<file path="src/rtl/esc_pkg.sv">
// ----------------------------------------------------------------------------
// esc_pkg
// Shared types, constants and the red table of the escape-time fractal pixel block.
// ----------------------------------------------------------------------------
package esc_pkg;

   localparam int FRAME_WIDTH     = 1200;
   localparam int FRAME_HEIGHT    = 720;
   localparam int ITERATION_LIMIT = 100;

   localparam int COL_W   = 11;
   localparam int ROW_W   = 10;
   localparam int COUNT_W = 7;
   localparam int RED_W   = 8;
   localparam int FX_W    = 32;
   localparam int PROD_W  = 2 * FX_W;

   localparam int N_W       = $clog2(ITERATION_LIMIT + 1);
   localparam int N_EXT_W   = 11;
   localparam int RED_LAST  = 100;

   localparam logic [FX_W-1:0] STEP_BASE   = FX_W'((64'd1 << 25) / FRAME_HEIGHT);
   localparam logic [FX_W-1:0] HALF_WIDTH  = FX_W'(FRAME_WIDTH / 2);
   localparam logic [FX_W-1:0] HALF_HEIGHT = FX_W'(FRAME_HEIGHT / 2);
   localparam logic [PROD_W-1:0] ESCAPE_BOUND = PROD_W'(64'd16 << 48);

   localparam logic [FX_W-1:0] ZOOM_RESET = FX_W'(16777);

   localparam int QUEUE_DEPTH = 2;
   localparam int QPTR_W      = (QUEUE_DEPTH > 1) ? $clog2(QUEUE_DEPTH) : 1;
   localparam int QCNT_W      = $clog2(QUEUE_DEPTH + 1);

   localparam int CSR_ADDR_W = 5;
   localparam int CSR_DATA_W = 32;

   typedef enum logic [2:0] {
      CSR_JULIA_MODE = 3'd0,
      CSR_OFFSET_X   = 3'd1,
      CSR_OFFSET_Y   = 3'd2,
      CSR_ZOOM       = 3'd3,
      CSR_C_REAL     = 3'd4,
      CSR_C_IMAG     = 3'd5
   } csr_index_type;

   typedef enum logic [1:0] {
      BK_IDLE,
      BK_SQUARE,
      BK_TEST
   } back_state_type;

   typedef struct packed {
      logic            julia_mode;
      logic [FX_W-1:0] view_offset_x;
      logic [FX_W-1:0] view_offset_y;
      logic [FX_W-1:0] zoom_adjust;
      logic [FX_W-1:0] julia_c_real;
      logic [FX_W-1:0] julia_c_imag;
   } esc_cfg_type;

   typedef struct packed {
      logic [FX_W-1:0] px;
      logic [FX_W-1:0] py;
      logic [FX_W-1:0] cr;
      logic [FX_W-1:0] ci;
   } esc_point_type;

   typedef struct packed {
      logic              full;
      logic              empty;
      logic [QCNT_W-1:0] count;
   } esc_queue_status_type;

   localparam logic [RED_W-1:0] RED_TABLE [0:RED_LAST] = '{
      8'd0,   8'd0,   8'd13,  8'd32,  8'd55,  8'd80,  8'd107, 8'd136, 8'd166, 8'd197,
      8'd230, 8'd7,   8'd42,  8'd77,  8'd113, 8'd150, 8'd187, 8'd225, 8'd8,   8'd47,
      8'd87,  8'd127, 8'd168, 8'd209, 8'd250, 8'd36,  8'd79,  8'd121, 8'd165, 8'd208,
      8'd252, 8'd40,  8'd85,  8'd129, 8'd174, 8'd220, 8'd10,  8'd56,  8'd102, 8'd148,
      8'd195, 8'd242, 8'd33,  8'd81,  8'd129, 8'd176, 8'd225, 8'd17,  8'd66,  8'd114,
      8'd164, 8'd213, 8'd6,   8'd56,  8'd106, 8'd156, 8'd206, 8'd0,   8'd51,  8'd101,
      8'd152, 8'd203, 8'd254, 8'd50,  8'd101, 8'd153, 8'd205, 8'd1,   8'd53,  8'd105,
      8'd157, 8'd210, 8'd7,   8'd60,  8'd113, 8'd166, 8'd219, 8'd16,  8'd70,  8'd123,
      8'd177, 8'd231, 8'd29,  8'd83,  8'd137, 8'd192, 8'd246, 8'd45,  8'd100, 8'd154,
      8'd209, 8'd8,   8'd64,  8'd119, 8'd174, 8'd230, 8'd29,  8'd85,  8'd141, 8'd197,
      8'd253
   };

endpackage

</file>
<file path="src/rtl/esc_csr.sv">
// ----------------------------------------------------------------------------
// esc_csr
// APB-style register file holding mode, view offsets, zoom and Julia constant.
// ----------------------------------------------------------------------------
module esc_csr
   import esc_pkg::*;
(
   input  logic                  clock,
   input  logic                  reset,
   input  logic                  psel,
   input  logic                  penable,
   input  logic                  pwrite,
   input  logic [CSR_ADDR_W-1:0] paddr,
   input  logic [CSR_DATA_W-1:0] pwdata,
   output logic [CSR_DATA_W-1:0] prdata,
   output logic                  pready,
   output esc_cfg_type           cfg
);

   esc_cfg_type   cfg_ff, cfg_in;
   csr_index_type index;
   logic          wr_en;

   assign index  = csr_index_type'(paddr[CSR_ADDR_W-1:2]);
   assign wr_en  = psel && penable && pwrite;
   assign pready = 1'b1;
   assign cfg    = cfg_ff;

   always_comb begin
      cfg_in = cfg_ff;
      if (wr_en) begin
         unique case (index)
            CSR_JULIA_MODE: cfg_in.julia_mode    = pwdata[0];
            CSR_OFFSET_X:   cfg_in.view_offset_x = pwdata;
            CSR_OFFSET_Y:   cfg_in.view_offset_y = pwdata;
            CSR_ZOOM:       cfg_in.zoom_adjust   = pwdata;
            CSR_C_REAL:     cfg_in.julia_c_real  = pwdata;
            CSR_C_IMAG:     cfg_in.julia_c_imag  = pwdata;
            default:        cfg_in = cfg_ff;
         endcase
      end
   end

   always_comb begin
      unique case (index)
         CSR_JULIA_MODE: prdata = {{(CSR_DATA_W-1){1'b0}}, cfg_ff.julia_mode};
         CSR_OFFSET_X:   prdata = cfg_ff.view_offset_x;
         CSR_OFFSET_Y:   prdata = cfg_ff.view_offset_y;
         CSR_ZOOM:       prdata = cfg_ff.zoom_adjust;
         CSR_C_REAL:     prdata = cfg_ff.julia_c_real;
         CSR_C_IMAG:     prdata = cfg_ff.julia_c_imag;
         default:        prdata = '0;
      endcase
   end

   always_ff @(posedge clock) begin
      if (reset) begin
         cfg_ff <= '{julia_mode:    1'b0,
                     view_offset_x: '0,
                     view_offset_y: '0,
                     zoom_adjust:   ZOOM_RESET,
                     julia_c_real:  '0,
                     julia_c_imag:  '0};
      end else begin
         cfg_ff <= cfg_in;
      end
   end

endmodule

</file>
<file path="config.mk">
export PLATFORM = sky130hd
export DESIGN_NAME = esc_csr
export DESIGN_NICKNAME = d
export VERILOG_FILES = /design/src/rtl/esc_pkg.sv /design/src/rtl/esc_csr.sv
export SDC_FILE = /design/constraint.sdc
export NUM_CORES = 1
export LEC_CHECK = 0
export ABC_AREA = 1
export ABC_CLOCK_PERIOD_IN_PS = 2050
export BUFFER_PORTS_ARGS = -buffer_cell sky130_fd_sc_hd__buf_4
export CORE_MARGIN = 3
export CORE_UTILIZATION = 40
export CTS_CLUSTER_SIZE = 10
export DETAILED_ROUTE_END_ITERATION = 10
export PLACE_DENSITY = 0.69
export SLEW_MARGIN = 20
export SYNTH_ARGS = -nofsm -noshare
export SYNTH_HDL_FRONTEND = slang
export SYNTH_SLANG_ARGS = --single-unit
</file>
<file path="constraint.sdc">
create_clock -name clock -period 2.05 [get_ports clock]
set_input_delay 0.205 -clock clock [delete_from_list [all_inputs] [get_ports clock]]
set_output_delay 0.205 -clock clock [all_outputs]
set_load 0.005 [all_outputs]
</file>
-- Word-level counts from Yosys, hierarchy flattened
Cells that the tools add are included.
- bits in registers: 161
- latch bits: 0
- bits in writable memories: 0
- ROM bits: 0
- input bits: 42
- output and inout port bits: 194
- memories: 0
- add/subtract/negate cells: 0
- multipliers: 0
- divide/modulo/power cells: 0
- magnitude comparators: 0
- eq/ne operators: 5
- shift-type cells: 0
- mux-type cells: 1
- bitwise gates (word level): 0
- reduce and logical (&&, ||, !) cells: 9
- operators by type and width (cell ; count):
    $pmux W32 S6 ; 1
    $reduce_and A2 Y1 ; 6
    $eq A3 B2 Y1 const B ; 2
    $eq A3 B3 Y1 const B ; 2
    $eq A3 B1 Y1 const B ; 1
    $logic_not A3 Y1 ; 1
    $logic_and A1 B1 Y1 ; 2

-- Logic depth before layout (Yosys ltp)
- depth in word-level cells: 3
- mapped depth: 8

-- Least setup slack after synthesis
OpenSTA, ideal clock, no wires.
- kind: input port to output port
- start point: in paddr[3]
- end point: out prdata[10]
- arrival time: 1.060 ns
- data required time: 1.845 ns
- path slack: 0.785 ns
- stages: 7
- cells stage by stage: buf_2 > inv_2 > clkbuf_1 > nand4_1 > nand2_1 > inv_1 > nand3_1
- longest elaborated chain between the ends: 2
- elaborated cells between the ends (all ways): 7
- ends and longest elaborated chain (element ; RTL line ; text):
    from (decl) ; esc_csr.sv:13 ; input logic [CSR_ADDR_W-1:0] paddr,
    $eq A3 B3 Y1 (tied with other cells) ; esc_csr.sv:45 ; unique case (index)
    $pmux W32 S6 (*) ; esc_csr.sv:45 ;
    to (decl) ; esc_csr.sv:15 ; output logic [CSR_DATA_W-1:0] prdata,
Mark *: on every way between the ends. The rest lies on a longest branch, timed or not.

-- Final worst setup path
- start point: in paddr[2]
- end point: out prdata[1]
The elaborated chain is that of the path after synthesis.

==> flow_summary.ini <==
[status]
status = finished clean

[setup_path]
cp-startpoint = paddr[2]
r2r-start = cfg[27]
cp.arrival_ps = 1570
cp.required_ps = 1850
cp_max_fo = 26
crit_path_start_kind = input pin
critPathKind = input pin to primary output
critPathCaptureType = primary output

[logic_synthesis]
synth.avg_cell_area_um2 = 6.11
synth.cell_area_um2 = 7910
synth_compound_area_share_pct = 0.127
synth-adder-area-share_pct = 0
synthMuxAreaShare_pct = 0
synth_warnings = 0
synth_top_family_by_area = simple AND/OR/NAND/NOR gates
synth_xor_area_share_pct = 0
synth_cells = 1294
synth_seq_cells = 161
synthSimpleGateAreaFrac_pct = 47.9
synth.distinct_cells = 17
synth_seq_area_share_pct = 40.7
syn-num-nets = 1336

[detailed_routing]
ant_nets = 0
dr.pass1.iters = 5
routed-via-count = 8656
wl_um = 27700
viasPerCell = 4.90
wire_per_inst_um = 15.7
drc = 0
drtIter0Drc = 731

[sta]
setup_violations = 0
finalHoldViolations = 0
rsz0062_at_grt = false
setup-tns-final_ps = 0
relSlewSlack_pct = 58.5
max_freq_ghz = 0.563
period_minus_slack_ps = 1780
min_period_over_period_pct = 86.7
slew_violations = 0
skew_ps = 0
tightest_slew_ps = 622

[layout]
syn_to_final_growth_pct = 34.2
final_nets = 1537
nFillCells = 1913
drive_above_1_share_pct = 20.7
largest_register_ffs = 161
finalInstanceArea_um2 = 10600
diodes = 0

[floorplanning]
coreArea_um2 = 19100
die-area_um2 = 21500
dieHeight_um = 147
fp.dieW_um = 147
num_rows = 50
start_util_pct = 41.5
io_pins = 236

[grt]
grt_pass1_vias = 7787
antenna_found_initial = 0
grt_use_met1_pct = 36.6
grt_overflow = 0
grt_use_met3_pct = 5.96
grt_max_degree = 123
grt_use_total_pct = 25.6
grt-busiest-layer = met2
grt_pass1_wl_um = 44300
grt_util_met2_pct = 37.8

[clock_tree]
hold_buffers = 4
cts.sinks = 161
cts_root_buf = clkbuf_16
cts_buffer_depth = 2
clk_latency_ps = 420
cts_tree = built
post_cts_buffers = 0
numCtsBuffers = 17
cts-resized-gates = 0
clk_pin_slew_ps = 70
htree_levels = 4

[place]
io_buffer_count = 232
gp_congestion = 0.844
hpwl_um = 19000
placed_cell_area_um2 = 9950

[power]
powerDensity_nw_per_um2 = 689
peakVddDrop_uv = 545
sw_frac_of_total_pct = 25.0
leakage_nw = 4.95
power.switching_w = 0.00183
pwr-share-comb_pct = 9.0
p_int_w = 0.00549
power_frac_seq_pct = 43.8
pwr-share-clk_pct = 47.2

[hold_path]
worstHoldStart = pwdata[3]
hold_path.class = input pin to flip-flop

[flow_run]
timing.max_cap.violations = 0
per-layer routing:
| layer | share of wire (%) | wire length [um] | up-vias |
|---|---|---|---|
| met2 | 44 | 12100 | 358 |
| met1 | 46 | 12700 | 3902 |
| li1 | - | - | 4347 |
| met3 | 7.6 | 2120 | 49 |
| met4 | 3.1 | 870 | 0 |
| met5 | 0 | 0 | - |
cells in the final DEF (no fill, tap or decap), drive strengths merged, types with 5 or more instances in the layout:
cell type / Yosys / routed
nor2: 416 / 416
inv: 132 / 132
clkbuf: 29 / 20
buf: 55 / 262
nand3: 171 / 171
nand2: 294 / 294
nand4: 33 / 33
dfxtp: 161 / 161
clkinv: 0 / 5
critical path: stages:
cell and delay [ps]:
buf_4 320, nand3_2 470, nor2_1 240, nor2_1 80
nand3_1 110, buf_4 120
logic make-up after synthesis:
kind of cell,after synthesis
other,1
buffers and inverters,216
DFF,161
and+or+nand+nor,914
AOI/OAI and AO/OA,2
cell usage after synthesis (all sizes together):
cell / n / share of area [%]
dfxtp: 161 / 41
inv: 132 / 6.3
nand2: 294 / 14
nand4: 33 / 2.6
nor2: 416 / 20
clkbuf: 29 / 1.4
nand3: 171 / 11
a21oi: 2 / 0.13
buf: 55 / 3.5
conb: 1 / 0.047
per-stage QoR:
| stage | setup WS, ps | hold WS [ps] | util (%) | power [W] | std cells |
|---|---|---|---|---|---|
| 2_1_floorplan | 785 | 331 | - | 0.00362 | 1294 |
| 3_3_place_gp | 277 | 425 | 52.1 | 0.00391 | 1732 |
| 3_5_place_dp | 216 | 432 | 52.1 | 0.00392 | 1732 |
| 4_1_cts | 297 | 7.88 | 55.6 | 0.00735 | 1768 |
| 5_1_grt | 183 | 19.9 | 55.6 | 0.00755 | 1768 |
| 6_report | 273 | 14.4 | 55.6 | 0.00731 | 1768 |
worst paths after layout:
check               to  slack (ps)  cells past startpoint
max          prdata[1]         270                      6
min            cfg[67]          10                      3
max reg2reg    cfg[27]        1390                      2
min reg2reg    cfg[67]         490                      2
power by group through the flow:
stage | registers [W] | logic [W] | clock network (W)
floorplan | 0.00327 | 0.000354 | 0
global placement | 0.00327 | 0.000644 | 0
detailed placement | 0.00327 | 0.000649 | 0
CTS | 0.00320 | 0.000657 | 0.00349
global route | 0.00321 | 0.000729 | 0.00361
finish | 0.00320 | 0.000661 | 0.00345
final cells by class:
cell class | instances | area (um^2) | share of cell area (%)
timing repair buffer | 266 | 2110 | 19.8
clock buffer | 20 | 447 | 4.21
tap | 260 | 325 | 3.06
multi-input combinational | 917 | 3830 | 36.1
sequential | 161 | 3220 | 30.4
inverter | 132 | 499 | 4.70
clock inverter | 12 | 183 | 1.72
No activity file was read; power rests on OpenSTA's default activity.
