## src/rtl/esc_pkg.sv

```systemverilog
// ----------------------------------------------------------------------------
// esc_pkg
// Shared types, constants and the red table of the escape-time fractal pixel block.
// ----------------------------------------------------------------------------
package esc_pkg;

   localparam int FRAME_WIDTH     = 1200;
   localparam int FRAME_HEIGHT    = 720;
   localparam int ITERATION_LIMIT = 100;

   localparam int COL_W   = 11;
   localparam int ROW_W   = 10;
   localparam int COUNT_W = 7;
   localparam int RED_W   = 8;
   localparam int FX_W    = 32;
   localparam int PROD_W  = 2 * FX_W;

   localparam int N_W       = $clog2(ITERATION_LIMIT + 1);
   localparam int N_EXT_W   = 11;
   localparam int RED_LAST  = 100;

   localparam logic [FX_W-1:0] STEP_BASE   = FX_W'((64'd1 << 25) / FRAME_HEIGHT);
   localparam logic [FX_W-1:0] HALF_WIDTH  = FX_W'(FRAME_WIDTH / 2);
   localparam logic [FX_W-1:0] HALF_HEIGHT = FX_W'(FRAME_HEIGHT / 2);
   localparam logic [PROD_W-1:0] ESCAPE_BOUND = PROD_W'(64'd16 << 48);

   localparam logic [FX_W-1:0] ZOOM_RESET = FX_W'(16777);

   localparam int QUEUE_DEPTH = 2;
   localparam int QPTR_W      = (QUEUE_DEPTH > 1) ? $clog2(QUEUE_DEPTH) : 1;
   localparam int QCNT_W      = $clog2(QUEUE_DEPTH + 1);

   localparam int CSR_ADDR_W = 5;
   localparam int CSR_DATA_W = 32;

   typedef enum logic [2:0] {
      CSR_JULIA_MODE = 3'd0,
      CSR_OFFSET_X   = 3'd1,
      CSR_OFFSET_Y   = 3'd2,
      CSR_ZOOM       = 3'd3,
      CSR_C_REAL     = 3'd4,
      CSR_C_IMAG     = 3'd5
   } csr_index_type;

   typedef enum logic [1:0] {
      BK_IDLE,
      BK_SQUARE,
      BK_TEST
   } back_state_type;

   typedef struct packed {
      logic            julia_mode;
      logic [FX_W-1:0] view_offset_x;
      logic [FX_W-1:0] view_offset_y;
      logic [FX_W-1:0] zoom_adjust;
      logic [FX_W-1:0] julia_c_real;
      logic [FX_W-1:0] julia_c_imag;
   } esc_cfg_type;

   typedef struct packed {
      logic [FX_W-1:0] px;
      logic [FX_W-1:0] py;
      logic [FX_W-1:0] cr;
      logic [FX_W-1:0] ci;
   } esc_point_type;

   typedef struct packed {
      logic              full;
      logic              empty;
      logic [QCNT_W-1:0] count;
   } esc_queue_status_type;

   localparam logic [RED_W-1:0] RED_TABLE [0:RED_LAST] = '{
      8'd0,   8'd0,   8'd13,  8'd32,  8'd55,  8'd80,  8'd107, 8'd136, 8'd166, 8'd197,
      8'd230, 8'd7,   8'd42,  8'd77,  8'd113, 8'd150, 8'd187, 8'd225, 8'd8,   8'd47,
      8'd87,  8'd127, 8'd168, 8'd209, 8'd250, 8'd36,  8'd79,  8'd121, 8'd165, 8'd208,
      8'd252, 8'd40,  8'd85,  8'd129, 8'd174, 8'd220, 8'd10,  8'd56,  8'd102, 8'd148,
      8'd195, 8'd242, 8'd33,  8'd81,  8'd129, 8'd176, 8'd225, 8'd17,  8'd66,  8'd114,
      8'd164, 8'd213, 8'd6,   8'd56,  8'd106, 8'd156, 8'd206, 8'd0,   8'd51,  8'd101,
      8'd152, 8'd203, 8'd254, 8'd50,  8'd101, 8'd153, 8'd205, 8'd1,   8'd53,  8'd105,
      8'd157, 8'd210, 8'd7,   8'd60,  8'd113, 8'd166, 8'd219, 8'd16,  8'd70,  8'd123,
      8'd177, 8'd231, 8'd29,  8'd83,  8'd137, 8'd192, 8'd246, 8'd45,  8'd100, 8'd154,
      8'd209, 8'd8,   8'd64,  8'd119, 8'd174, 8'd230, 8'd29,  8'd85,  8'd141, 8'd197,
      8'd253
   };

endpackage

```

## src/rtl/esc_queue.sv

```systemverilog
// ----------------------------------------------------------------------------
// esc_queue
// Short point queue between the mapping front and the iteration back.
// ----------------------------------------------------------------------------
module esc_queue
   import esc_pkg::*;
(
   input  logic                 clock,
   input  logic                 reset,
   input  logic                 push,
   input  esc_point_type        push_data,
   input  logic                 pop,
   output esc_point_type        pop_data,
   output esc_queue_status_type status
);

   esc_point_type     entry_ff [QUEUE_DEPTH];
   logic [QPTR_W-1:0] wr_ptr_ff, wr_ptr_in;
   logic [QPTR_W-1:0] rd_ptr_ff, rd_ptr_in;
   logic [QCNT_W-1:0] count_ff, count_in;

   function automatic logic [QPTR_W-1:0] ptr_next(input logic [QPTR_W-1:0] p);
      return (p == QPTR_W'(QUEUE_DEPTH - 1)) ? '0 : p + 1'b1;
   endfunction

   assign status.full  = (count_ff == QCNT_W'(QUEUE_DEPTH));
   assign status.empty = (count_ff == '0);
   assign status.count = count_ff;
   assign pop_data     = entry_ff[rd_ptr_ff];

   always_comb begin
      wr_ptr_in = push ? ptr_next(wr_ptr_ff) : wr_ptr_ff;
      rd_ptr_in = pop  ? ptr_next(rd_ptr_ff) : rd_ptr_ff;
      count_in  = count_ff;
      if (push && !pop) begin
         count_in = count_ff + 1'b1;
      end else if (pop && !push) begin
         count_in = count_ff - 1'b1;
      end
   end

   always_ff @(posedge clock) begin
      if (reset) begin
         wr_ptr_ff <= '0;
         rd_ptr_ff <= '0;
         count_ff  <= '0;
      end else begin
         wr_ptr_ff <= wr_ptr_in;
         rd_ptr_ff <= rd_ptr_in;
         count_ff  <= count_in;
      end
      if (push) begin
         entry_ff[wr_ptr_ff] <= push_data;
      end
   end

endmodule

```

## config.mk

```make
export PLATFORM = sky130hd
export DESIGN_NAME = esc_queue
export DESIGN_NICKNAME = d
export VERILOG_FILES = /design/src/rtl/esc_pkg.sv /design/src/rtl/esc_queue.sv
export SDC_FILE = /design/constraint.sdc
export NUM_CORES = 1
export LEC_CHECK = 0
export BUFFER_PORTS_ARGS = -buffer_cell sky130_fd_sc_hd__buf_4
export CAP_MARGIN = 20
export CORE_ASPECT_RATIO = 1.5
export CORE_MARGIN = 2
export CORE_UTILIZATION = 52
export CTS_CLUSTER_DIAMETER = 60
export DETAILED_ROUTE_END_ITERATION = 10
export GPL_ROUTABILITY_DRIVEN = 0
export GPL_TIMING_DRIVEN = 0
export PLACE_DENSITY_LB_ADDON = 0.25
export SETUP_SLACK_MARGIN = 0.2
export SYNTH_ARGS = -nofsm -noshare
export SYNTH_HDL_FRONTEND = slang
export SYNTH_SLANG_ARGS = --single-unit
export TNS_END_PERCENT = 10
```

## constraint.sdc

```tcl
create_clock -name clock -period 9 [get_ports clock]
set_input_delay 0 -clock clock [delete_from_list [all_inputs] [get_ports clock]]
set_output_delay 0 -clock clock [all_outputs]
set_load 0.03 [all_outputs]
```

After elaboration in Yosys (flattened, before gate mapping)
Memories as Yosys holds them, arrays and structs flattened. A register that Yosys moved wholly into a read port is not among the register bits.
Cells that the tools add are included.
{ "totals": {"mem_count": 1, "output_inout_bits": 132, "latch_bits": 0, "ff_bits": 4, "mem_bits_rw": 256, "inputBits": 132, "rom_bits": 0, "wordCells": 23} }
{ "classes": {"bitwise_logic": 0, "muxes": 8, "mul": 0, "reduce_logical": 6, "shift": 0, "add_sub_neg": 4, "n_div": 0, "order_cmp": 0, "n_eq_ne": 1} }
{ "mem_list": {"columns": ["memory", "words", "width", "read_ports", "rd_clocked_by_memory_dff", "write_ports", "line_no", "source"], "rows": [
  ["entry_ff", 2, 128, 1, 1, 1, "esc_queue.sv:17", "esc_point_type entry_ff [QUEUE_DEPTH];"]
]} }
{ "ops": {"columns": ["cell", "n"], "rows": [
  ["two-way mux 1 bit", 6],
  ["two-way mux 2 bit", 2],
  ["adder 1 bit (second input constant)", 2],
  ["adder 2 x 1 -> 2 bit (second input constant)", 1],
  ["== test 2 bit (second input constant)", 1],
  ["logical AND 1 bit", 2],
  ["logical NOT 1 bit", 2],
  ["logical NOT 2 bit", 1],
  ["nonzero test 2 bit", 1],
  ["subtractor 2 x 1 -> 2 bit (second input constant)", 1]
]} }

Logic depth before layout (Yosys ltp)
{ "depth": {"ltp_word": 4, "mapped_depth": 5} }

Worst setup path after synthesis
OpenSTA, ideal clock, no wires.
{ "synth_path": {"kind": "register to register", "startpoint": "reg wr_ptr_ff", "endpoint": "mem entry_ff[0][0] in the netlist's numbering, enable pin", "arrival_ps": 5985, "path_stages_with_launch": 2, "n_path_buf": 0, "slack_ps": 2383, "period_less_slack_ps": 6617, "path_cell_list": "dfxtp_1 -> nor2b_1"} }
{ "synth_rtl": {"columns": ["item", "line_no", "source"], "rows": [
  ["start, declared", "esc_queue.sv:18", "logic [QPTR_W-1:0] wr_ptr_ff, wr_ptr_in;"],
  ["start signal, assigned", "esc_queue.sv:48", "wr_ptr_ff <= wr_ptr_in;"],
  ["end, declared", "esc_queue.sv:17", null]
]} }
Straight into the memory's write port.

Worst setup path after layout
{ "layout_path": {"startpoint": "reg wr_ptr_ff", "endpoint": "mem entry_ff[1][9] in the netlist's numbering, enable pin"} }
Straight into the memory's write port.

==> key figures <==
Global route
  – First-pass GRT wire length: between 30000 and 40000 um
  – All-layer global routing usage: 0.213
  – Initial antenna violation count: 1
  – Largest net degree at the start of global routing: between 60 and 70
  – Remaining Overflow, GRT: 0
  – Vias in the first global route: approximately 6.2k

Timing
  – Setup TNS: 0 ns
  – Unrepaired setup endpoints after global routing: false
  – Slew @ Worst Pin: ~0.9 ns
  – Final setup fails: 0
  – Count of pins over their slew limit: 0
  – Hold WS: roughly 0.22 ns
  – Final min period: a little under 2 ns
  – Fin crit share: 0.215
  – Max_slew headroom: 0.400
  – Fmax: slightly above 500 MHz
  – Post-route setup slack: around 7 ns
  – Final Skew: between 0.005 and 0.006 ns
  – Final hold vios: 0

Clock tree
  – Worst-skew pair later-pin latency: about 0.50 ns
  – CTS H-tree depth: 1
  – Clock-pin slew on the worst setup and hold paths: about 0.060 ns
  – CTS Root Buffer Type: clkbuf_16
  – Sink Count: between 200 and 300
  – Max clock buf depth: 3
  – TritonCTS clock tree: built
  – TritonCTS buffer count: 24

Synthesis
  – Simple-gate area share of the yosys netlist: 0.00488
  – Largest family of logic cells by synthesized area: multiplexers
  – Syn Area/Cell: ~23 um2
  – Yosys warns: 0
  – Syn_nets: roughly 550
  – FF+latch count, synth: around 260
  – Post-synthesis xor/xnor area fraction: 0.00369
  – Register area share after synthesis: 0.821
  – Yosys cell types: 16
  – Post-Synthesis Cells: 420
  – Adder-Cell Fraction of Synth Area: 0.00132
  – Synth Area in Compound Gates: 0.00105
  – Post-synthesis instance area: between 0.009 and 0.01 mm2
  – Mux cell area share after synthesis: 0.152

Detailed routing
  – Via/cell ratio: just over 5
  – WL/cell: approximately 20 um
  – # DRC: 0
  – Drt first pass iters: 4
  – Routed via count: between 5k and 6k
  – Antenna violation net count after detailed routing: 0
  – Initial drt markers: 230
  – Routed WL: approximately 21000 um

Finish
  – Commonest non-fill, non-tap cell in the layout: buf_4
  – Final Cell Area: roughly 0.014 mm2
  – Filler Cells Inserted: 966
  – Share of cells above drive strength 1: 0.514
  – Commonest cells after routing, fill and taps aside: buf_4, edfxtp_1, dlygate4sd3_1
  – Core Util, Final: 0.774
  – Area grow syn2layout: 46.3%
  – Fin cells: around 1.1k
  – Layout Nets: approximately 1000

Critical path
  – Worst-path maximum fanout: 65
  – Critical path capture point type: register
  – Kind of start point of the critical path: register
  – Largest stage delay, worst path: 0.77 ns
  – Critical path class: reg -> reg
  – Worst Path Required: around 9.2 ns
  – CP delay by family, top: simple AND/OR/NAND/NOR gates
  – Critical Path, Cell by Cell: and2_4 -> buf_16
  – CP bufs+invs: 1
  – Reg-to-Reg Start: wr_ptr_ff
  – Slowest cell on crit path: and2_4
  – Worst Setup SP: wr_ptr_ff
  – Arr. time, crit path: between 2 and 2.5 ns

Die
  – Row cnt: 60
  – Die Span Y: around 170 um
  – Ports: between 200 and 300
  – Die area: 0.0194 mm2
  – Core box area: 0.0179 mm2
  – Initial core utilization: 0.529
  – Die Span X: 114 um

Placed design
  – Placed cell areas: ~0.012 mm2
  – Inst Count DP: ~910
  – IO Port Bufs: around 260
  – Pre-CTS WS: roughly 7.0 ns
  – Detailed placement HPWL: 12700 um

Power
  – Seq pwr share: 0.501
  – Power after layout: between 2 and 3 mW
  – Power share of the combinational group: 0.182
  – Power Density: 207 mW/mm2
  – Leak pwr: 5.28 nW
  – Internal power: around 2.2 mW
  – VDD IR max: about 0.00021 V
  – Sw Share: 0.246
  – Clk pwr share: 0.317
  – Switch Pwr: 0.708 mW

Hold path
  – HP Start: push_data[93]
  – Hold Path Class: in -> reg

Run
  – Max Cap Violations: 0

Outcome
  – Status: complete, no violations
[what timing repair did]
action / 4_1_cts / 5_1_grt
buffers inserted: 0 / 0
hold buffers: 132 / 0
endpoints found under the hold margin: 261 / 0
resized for setup: 0 / 0
[final cells by class]
cell class,count,area [um2],area share
Tap cell,217,272,0.0196
Clock buffer,31,648,0.0467
Inverter,1,3.75,0.000270
Clock inverter,11,47.5,0.00342
Timing Repair Buffer,400,3410,0.246
Sequential cell,261,7790,0.561
Antenna cell,3,7.51,0.000541
Multi-Input combinational cell,144,1560,0.112
Buffer,14,154,0.0111
[cell usage after synthesis (all sizes together)]
master  count  share of area
dfxtp       5          0.011
and2b       1        0.00092
buf        14          0.016
nor2b       1        0.00066
o21ai       1        0.00053
xnor2       2         0.0018
mux2      128           0.15
a21oi       1        0.00053
inv         1        0.00040
edfxtp    256           0.81
or3         1        0.00066
and2        1        0.00066
ha          1         0.0013
nor2        5         0.0020
xor2        2         0.0018
[power groups by stage]
stage | logic [mW] | clock network (mW) | registers (mW)
final | 0.522 | 0.911 | 1.44
after global routing | 0.548 | 0.970 | 1.44
after detailed placement | 0.470 | 0 | 1.46
after global placement | 0.451 | 0 | 1.48
after floorplan | 0.274 | 0 | 1.47
after CTS | 0.521 | 0.925 | 1.44
[registers in the layout (all words and copies together) (netlist names), named ones only]
| signal | cells |
|---|---|
| entry_ff | 256 |
| count_ff | 2 |
| rd_ptr_ff | 1 |
| wr_ptr_ff | 1 |
[logic make-up (layout without fill, tap and decap cells)]
family          Yosys count  after routing
flops                   261            261
mux                     128            128
buf+inv                  15            457
simple gates              9              9
xor+xnor                  4              4
compound gates            2              2
fa+ha+maj                 1              1
other cells               0              3
[path summary, 6_finish.rpt]
kind / endpoint / slack, ns / cells after the start
worst min register to register: rd_ptr_ff / 0.53 / 2
worst min-delay path: entry_ff[0][93] / 0.22 / 2
worst max-delay path: entry_ff[1][9] / 7.06 / 2
worst max register to register: entry_ff[1][9] / 7.06 / 2
[layer usage]
metal / track usage / part of all wire
met1: 0.210 / 0.33
met2: 0.415 / 0.57
met3: 0.0511 / 0.063
met4: 0.0870 / 0.038
met5: 0 / 0
Note: power is estimated with default switching activity, not from simulation.
