`src/rtl/esc_pkg.sv`:
```
// ----------------------------------------------------------------------------
// esc_pkg
// Shared types, constants and the red table of the escape-time fractal pixel block.
// ----------------------------------------------------------------------------
package esc_pkg;

   localparam int FRAME_WIDTH     = 1200;
   localparam int FRAME_HEIGHT    = 720;
   localparam int ITERATION_LIMIT = 100;

   localparam int COL_W   = 11;
   localparam int ROW_W   = 10;
   localparam int COUNT_W = 7;
   localparam int RED_W   = 8;
   localparam int FX_W    = 32;
   localparam int PROD_W  = 2 * FX_W;

   localparam int N_W       = $clog2(ITERATION_LIMIT + 1);
   localparam int N_EXT_W   = 11;
   localparam int RED_LAST  = 100;

   localparam logic [FX_W-1:0] STEP_BASE   = FX_W'((64'd1 << 25) / FRAME_HEIGHT);
   localparam logic [FX_W-1:0] HALF_WIDTH  = FX_W'(FRAME_WIDTH / 2);
   localparam logic [FX_W-1:0] HALF_HEIGHT = FX_W'(FRAME_HEIGHT / 2);
   localparam logic [PROD_W-1:0] ESCAPE_BOUND = PROD_W'(64'd16 << 48);

   localparam logic [FX_W-1:0] ZOOM_RESET = FX_W'(16777);

   localparam int QUEUE_DEPTH = 2;
   localparam int QPTR_W      = (QUEUE_DEPTH > 1) ? $clog2(QUEUE_DEPTH) : 1;
   localparam int QCNT_W      = $clog2(QUEUE_DEPTH + 1);

   localparam int CSR_ADDR_W = 5;
   localparam int CSR_DATA_W = 32;

   typedef enum logic [2:0] {
      CSR_JULIA_MODE = 3'd0,
      CSR_OFFSET_X   = 3'd1,
      CSR_OFFSET_Y   = 3'd2,
      CSR_ZOOM       = 3'd3,
      CSR_C_REAL     = 3'd4,
      CSR_C_IMAG     = 3'd5
   } csr_index_type;

   typedef enum logic [1:0] {
      BK_IDLE,
      BK_SQUARE,
      BK_TEST
   } back_state_type;

   typedef struct packed {
      logic            julia_mode;
      logic [FX_W-1:0] view_offset_x;
      logic [FX_W-1:0] view_offset_y;
      logic [FX_W-1:0] zoom_adjust;
      logic [FX_W-1:0] julia_c_real;
      logic [FX_W-1:0] julia_c_imag;
   } esc_cfg_type;

   typedef struct packed {
      logic [FX_W-1:0] px;
      logic [FX_W-1:0] py;
      logic [FX_W-1:0] cr;
      logic [FX_W-1:0] ci;
   } esc_point_type;

   typedef struct packed {
      logic              full;
      logic              empty;
      logic [QCNT_W-1:0] count;
   } esc_queue_status_type;

   localparam logic [RED_W-1:0] RED_TABLE [0:RED_LAST] = '{
      8'd0,   8'd0,   8'd13,  8'd32,  8'd55,  8'd80,  8'd107, 8'd136, 8'd166, 8'd197,
      8'd230, 8'd7,   8'd42,  8'd77,  8'd113, 8'd150, 8'd187, 8'd225, 8'd8,   8'd47,
      8'd87,  8'd127, 8'd168, 8'd209, 8'd250, 8'd36,  8'd79,  8'd121, 8'd165, 8'd208,
      8'd252, 8'd40,  8'd85,  8'd129, 8'd174, 8'd220, 8'd10,  8'd56,  8'd102, 8'd148,
      8'd195, 8'd242, 8'd33,  8'd81,  8'd129, 8'd176, 8'd225, 8'd17,  8'd66,  8'd114,
      8'd164, 8'd213, 8'd6,   8'd56,  8'd106, 8'd156, 8'd206, 8'd0,   8'd51,  8'd101,
      8'd152, 8'd203, 8'd254, 8'd50,  8'd101, 8'd153, 8'd205, 8'd1,   8'd53,  8'd105,
      8'd157, 8'd210, 8'd7,   8'd60,  8'd113, 8'd166, 8'd219, 8'd16,  8'd70,  8'd123,
      8'd177, 8'd231, 8'd29,  8'd83,  8'd137, 8'd192, 8'd246, 8'd45,  8'd100, 8'd154,
      8'd209, 8'd8,   8'd64,  8'd119, 8'd174, 8'd230, 8'd29,  8'd85,  8'd141, 8'd197,
      8'd253
   };

endpackage

```
`src/rtl/esc_req_if.sv`:
```
// ----------------------------------------------------------------------------
// esc_req_if
// Pixel request channel: valid/ready with pixel column and row.
// ----------------------------------------------------------------------------
interface esc_req_if
   import esc_pkg::*;
();
   logic             valid;
   logic             ready;
   logic [COL_W-1:0] pixel_column;
   logic [ROW_W-1:0] pixel_row;

   modport source (output valid, output pixel_column, output pixel_row, input ready);
   modport sink   (input valid, input pixel_column, input pixel_row, output ready);
endinterface

```
`src/rtl/esc_front.sv`:
```
// ----------------------------------------------------------------------------
// esc_front
// Accepts pixels, maps them to the complex plane and picks c by mode.
// ----------------------------------------------------------------------------
module esc_front
   import esc_pkg::*;
(
   input  logic                 clock,
   input  logic                 reset,
   esc_req_if.sink              req,
   input  esc_cfg_type          cfg,
   input  esc_queue_status_type q_status,
   output logic                 q_push,
   output esc_point_type        q_data
);

   logic            valid_ff, valid_in;
   logic [FX_W-1:0] prod_x_ff, prod_x_in;
   logic [FX_W-1:0] prod_y_ff, prod_y_in;
   logic [FX_W-1:0] step;
   logic [FX_W-1:0] col_ofs;
   logic [FX_W-1:0] row_ofs;
   logic            accept;

   assign step    = STEP_BASE + cfg.zoom_adjust;
   assign col_ofs = FX_W'(req.pixel_column) - HALF_WIDTH;
   assign row_ofs = FX_W'(req.pixel_row) - HALF_HEIGHT;

   assign q_push    = valid_ff && !q_status.full;
   assign req.ready = !valid_ff || q_push;
   assign accept    = req.valid && req.ready;

   always_comb begin
      valid_in  = valid_ff;
      prod_x_in = prod_x_ff;
      prod_y_in = prod_y_ff;
      if (q_push) begin
         valid_in = 1'b0;
      end
      if (accept) begin
         valid_in  = 1'b1;
         prod_x_in = step * col_ofs;
         prod_y_in = step * row_ofs;
      end
   end

   always_comb begin
      q_data.px = prod_x_ff + cfg.view_offset_x;
      q_data.py = prod_y_ff + cfg.view_offset_y;
      q_data.cr = cfg.julia_mode ? cfg.julia_c_real : q_data.px;
      q_data.ci = cfg.julia_mode ? cfg.julia_c_imag : q_data.py;
   end

   always_ff @(posedge clock) begin
      if (reset) begin
         valid_ff <= 1'b0;
      end else begin
         valid_ff <= valid_in;
      end
      prod_x_ff <= prod_x_in;
      prod_y_ff <= prod_y_in;
   end

endmodule

```
`src/flat_wrapper.sv`:
```
// flat-port wrapper written by rule: the top's interface ports become plain ports
module esc_front_flat import esc_pkg::*;
  (clock, reset, cfg, q_status, q_push, q_data, req_valid, req_pixel_column, req_pixel_row, req_ready);
  esc_req_if req_i ();
  input  logic clock;
  input  logic reset;
  input  esc_cfg_type cfg;
  input  esc_queue_status_type q_status;
  output logic q_push;
  output esc_point_type q_data;
  input wire logic [$bits(req_i.valid)-1:0] req_valid;
  input wire logic [$bits(req_i.pixel_column)-1:0] req_pixel_column;
  input wire logic [$bits(req_i.pixel_row)-1:0] req_pixel_row;
  output wire logic [$bits(req_i.ready)-1:0] req_ready;
  assign req_i.valid = req_valid;
  assign req_i.pixel_column = req_pixel_column;
  assign req_i.pixel_row = req_pixel_row;
  assign req_ready = req_i.ready;
  esc_front u_core (.clock(clock), .reset(reset), .req(req_i), .cfg(cfg), .q_status(q_status), .q_push(q_push), .q_data(q_data));
endmodule
```
`config.mk`:
```
export PLATFORM = sky130hd
export DESIGN_NAME = esc_front_flat
export DESIGN_NICKNAME = d
export VERILOG_FILES = /design/src/rtl/esc_pkg.sv /design/src/rtl/esc_req_if.sv /design/src/rtl/esc_front.sv /design/src/flat_wrapper.sv
export SDC_FILE = /design/constraint.sdc
export NUM_CORES = 2
export LEC_CHECK = 0
export BUFFER_PORTS_ARGS = -buffer_cell sky130_fd_sc_hd__clkbuf_2
export CORE_ASPECT_RATIO = 1.1
export CORE_MARGIN = 2
export CORE_UTILIZATION = 29
export DETAILED_ROUTE_END_ITERATION = 7
export PLACE_DENSITY = 0.57
export SLEW_MARGIN = 30
export SYNTH_ARGS = -nofsm -noshare
export SYNTH_HDL_FRONTEND = slang
export SYNTH_SLANG_ARGS = --single-unit
```
`constraint.sdc`:
```
create_clock -name clock -period 9.8 [get_ports clock]
set_input_delay 1.96 -clock clock [delete_from_list [all_inputs] [get_ports clock]]
set_output_delay 1.96 -clock clock [all_outputs]
set_load 0.05 [all_outputs]
```
Word-level counts from Yosys, hierarchy flattened:

Cells that the tools add are included.

* register bits: 65
* word-level logic and storage cells: 20

* muxes and demuxes: 4
* multiply operators: 2
* $add $sub $neg: 5
* reduce and logical (&&, ||, !) cells: 6

Operator list (count)
* $add 32x32->32: 2
* $mul 32x32->32: 2
* $mux 32: 2
* $add 16x32->32 const A: 1
* $sub 11x10->12 const B: 1
* $sub 10x9->11 const B: 1
* $logic_and 1x1->1: 2
* $logic_not 1->1: 2
* $mux 1: 2
* $reduce_bool 2->1: 1
* $logic_or 1x1->1: 1

Logic depth before layout (Yosys ltp):

* depth after elaboration: 5
* mapped depth: 37

Worst setup path before layout:

OpenSTA, ideal clock, no wires.

* path type: input -> register
* start point: input port cfg[64] (netlist name)
* end point: register u_core.prod_x_ff[29] (data pin)
* slack: -0.424 ns
* stages on the path: 35
* path buffers: 2
* arrival time: 9.966 ns
* required time: 9.542 ns
* setup time: 0.258 ns
* cells stage by stage: clkbuf_1 > inv_1 > ha_1 > nor2b_1 > nor2_1 > nor2_1 > o21ai_0 > nand2_1 > a21oi_1 > xnor2_1 > clkbuf_1 > and2_1 > fa_1 > inv_1 > fa_1 > fa_1 > fa_1 > inv_1 > fa_1 > inv_1 > fa_1 > inv_1 > fa_1 > fa_1 > ha_1 > inv_1 > nor2_1 > a221oi_1 > o41ai_1 > nand4_1 > nand2_1 > o41a_1 > a41oi_1 > nor2b_1 > xnor2_1

* longest elaborated chain between the ends: 2

RTL lines
* start, declared: line flat_wrapper.sv:7 `input esc_cfg_type cfg;`
* $add 16x32->32: line esc_front.sv:25 `assign step = STEP_BASE + cfg.zoom_adjust;`
* $mul 32x32->32: line esc_front.sv:42 `prod_x_in = step * col_ofs;`
* end signal, assigned: line esc_front.sv:60 `prod_x_ff <= prod_x_in;`
* end, declared: line esc_front.sv:18 `logic [FX_W-1:0] prod_x_ff, prod_x_in;`

No other way between the ends.
A chain may end at the register's enable or synchronous reset.

Worst setup path after layout:

* start point: input port cfg[71] (netlist name)
* end point: register u_core.prod_x_ff[29] (data pin)

Same word-level chain as after synthesis.

==> metrics.yaml <==
synth_largest_area_cell: "fa_1"
dp_hpwl_um: 85600
drt_iter0_drc: 1117
synthesis.area_sq_mm: 0.0324
vias: 25700
coreArea_sq_mm: 0.111
critPathMostFrequentCell: "fa_1"
cp.required_ns: 9.92
root_buffer: "clkbuf_16"
grt_max_degree: 65
finalWorstSetupSlack_ns: 0.141
run_status: "complete, no violations"
post_drt_wl_per_cell_um: 16.6
critical-path-slowest-cell: "fa_1"
postRouteAntennaNets: 0
synth_top_area_frac: 0.440
ys_ff_latch: 65
synth_commonest_cells: "inv_1, fa_1, nor2_1"
hold_buffers: 0
die_w_um: 323
slew_viol_final: 0
cts_buffers: 9
avgSynthCellArea_sq_um: 9.29
worstPathArrival_ns: 9.78
area_growth_pct: 24.8
synth_cells: 3490
dieArea_sq_mm: 0.114
cts.clk_slew.worst_paths_ns: 0.06
groute.usage.overall: 0.170
final_cells: 5733
hold_class: "reg2reg"
end_kind: "flip-flop"
synth_seq_area_share: 0.0599
cts_tree: "yes"
tightest_slew_ns: 0.792
post-route-util: 0.365
syn_nets: 4692
start_util: 0.292
finalWirelength_um: 95300
gr-total-overflow: 0
cts.sinks: 65
via_per_inst: 4.49
cts_buffer_depth: 2
synth_edf_count: 64
synth_ff_type: "edfxtp_1"
rsz0062_at_grt: "yes"
min_period_ns: 9.66
gp_congestion: 0.923
die_height_um: 355
setup_viol: 0
fmax_mhz: 104
htree_levels: 3
fin_crit_sh: 0.986
synth_warnings: 0
slew_headroom: 0.468
nets: 5433
async_reset_ff_frac: 0
crit_type: "in2reg"
finalClockSkew_ns: 0.00592
clk_latency_ns: 0.36
io_buffers: 315
hold_violations: 0
yosys.cell_types.count: 75
grt_pass1_vias: 27300
cp-start-kind: "primary input"
synth_most_common_cell: "inv_1"
drive_gt1_frac: 0.240
critPathMaxStageDelay_ns: 0.60
drv_cap: 0
worstPathMaxFanout: 4
setup_tns_ns: 0
placed_cells: 5692
pin_count: 319
drc_errors: 0
grt_pass1_wl_um: 150000
rows: 128
dp_slack_ns: -0.720
synthTopCellsByArea: "fa_1, ha_1, inv_1, edfxtp_1, xnor2_1"
dr.pass1.iters: 8
antenna_found_initial: 18
-- placed cells by master (no fill, tap or decap), types with 10 or more instances in the layout --
cell / instances
inv_1: 746
fa_1: 703
buf_4: 497
nor2_1: 332
clkbuf_2: 312
nand2_1: 295
ha_1: 295
xnor2_1: 180
a21oi_1: 98
and2_1: 85
edfxtp_1: 64
xor2_1: 57
mux2_2: 56
a21o_1: 52
o21ai_0: 44
nor2b_1: 34
nand2b_1: 33
o21a_1: 23
o21bai_1: 19
and3_1: 18
nand3_1: 17
nor3_1: 15
buf_12: 14
xnor2_2: 13
nand4_1: 10
or2_2: 10
a211oi_1: 10
fa_2: 10
-- repair_timing --
item,CTS,global route
endpoints found under the hold margin,0,0
setup endpoints to repair,10,15
gates cloned,0,0
setup buffers,3,20
pin swaps,7,70
gates resized for setup,16,107
-- sequential cells by signal, summed over array words and instances, names as in the netlist --
register and count:
u_core.valid_ff 1, u_core.prod_x_ff 32, u_core.prod_y_ff 32
-- metal layers --
metal  vias to the layer above  global-route usage  routed length, um
met5                         -                   0                103
met4                        16              0.0385               1940
met1                     13000               0.218              39900
met3                        88              0.0234               5030
met2                       542               0.300              48300
li1                      12100                   -                  -
-- final cells by class --
class	count	area, sq um
fillers	11400	70400
well taps	1495	1870
clock inverters	4	20.0
multi-input cells	2567	27800
inverters	754	2840
repair buffers	834	5720
flip-flops and latches	65	1940
diodes	2	5.00
clock buffers	12	246
-- metrics by stage --
| step | hold WS (ns) | instance area [sq um] |
|---|---|---|
| global route | 0.555 | 40500 |
| finish | 0.508 | 40500 |
| floorplan | 0.465 | 32400 |
| detailed placement | 0.498 | 39400 |
| CTS | 0.510 | 39800 |
| global placement | 0.480 | 39400 |
-- cell families after synthesis --
| kind of cell | share of synthesized area |
|---|---|
| adders and majority gates | 0.556 |
| and+or+nand+nor | 0.124 |
| buffers and inverters | 0.0994 |
| AOI/OAI and AO/OA | 0.0687 |
| xor gates and xnor gates | 0.0726 |
| DFF | 0.0599 |
| muxes | 0.0195 |
-- worst max-delay path: cells and delay by family --
| family | cells | cell delay (ns) |
|---|---|---|
| adder cells (fa/ha/maj) | 9 | 4.30 |
| XOR/XNOR | 2 | 0.35 |
| buffers and inverters | 8 | 0.77 |
| AO/OA/AOI/OAI | 9 | 1.70 |
| AND/OR/NAND/NOR | 5 | 0.68 |
-- worst paths after layout --
kind | cells past startpoint | end | start | slack (ns)
min reg2reg | 2 | u_core.valid_ff | u_core.valid_ff | 0.51
min | 2 | u_core.valid_ff | u_core.valid_ff | 0.51
max | 33 | u_core.prod_x_ff[29] | cfg[71] | 0.14
max reg2reg | 3 | u_core.prod_x_ff[21] | u_core.valid_ff | 8.39
Power is left out: the tool's default activity adds up to more than one toggle a clock period on the data nets, which glitch-free logic cannot reach.
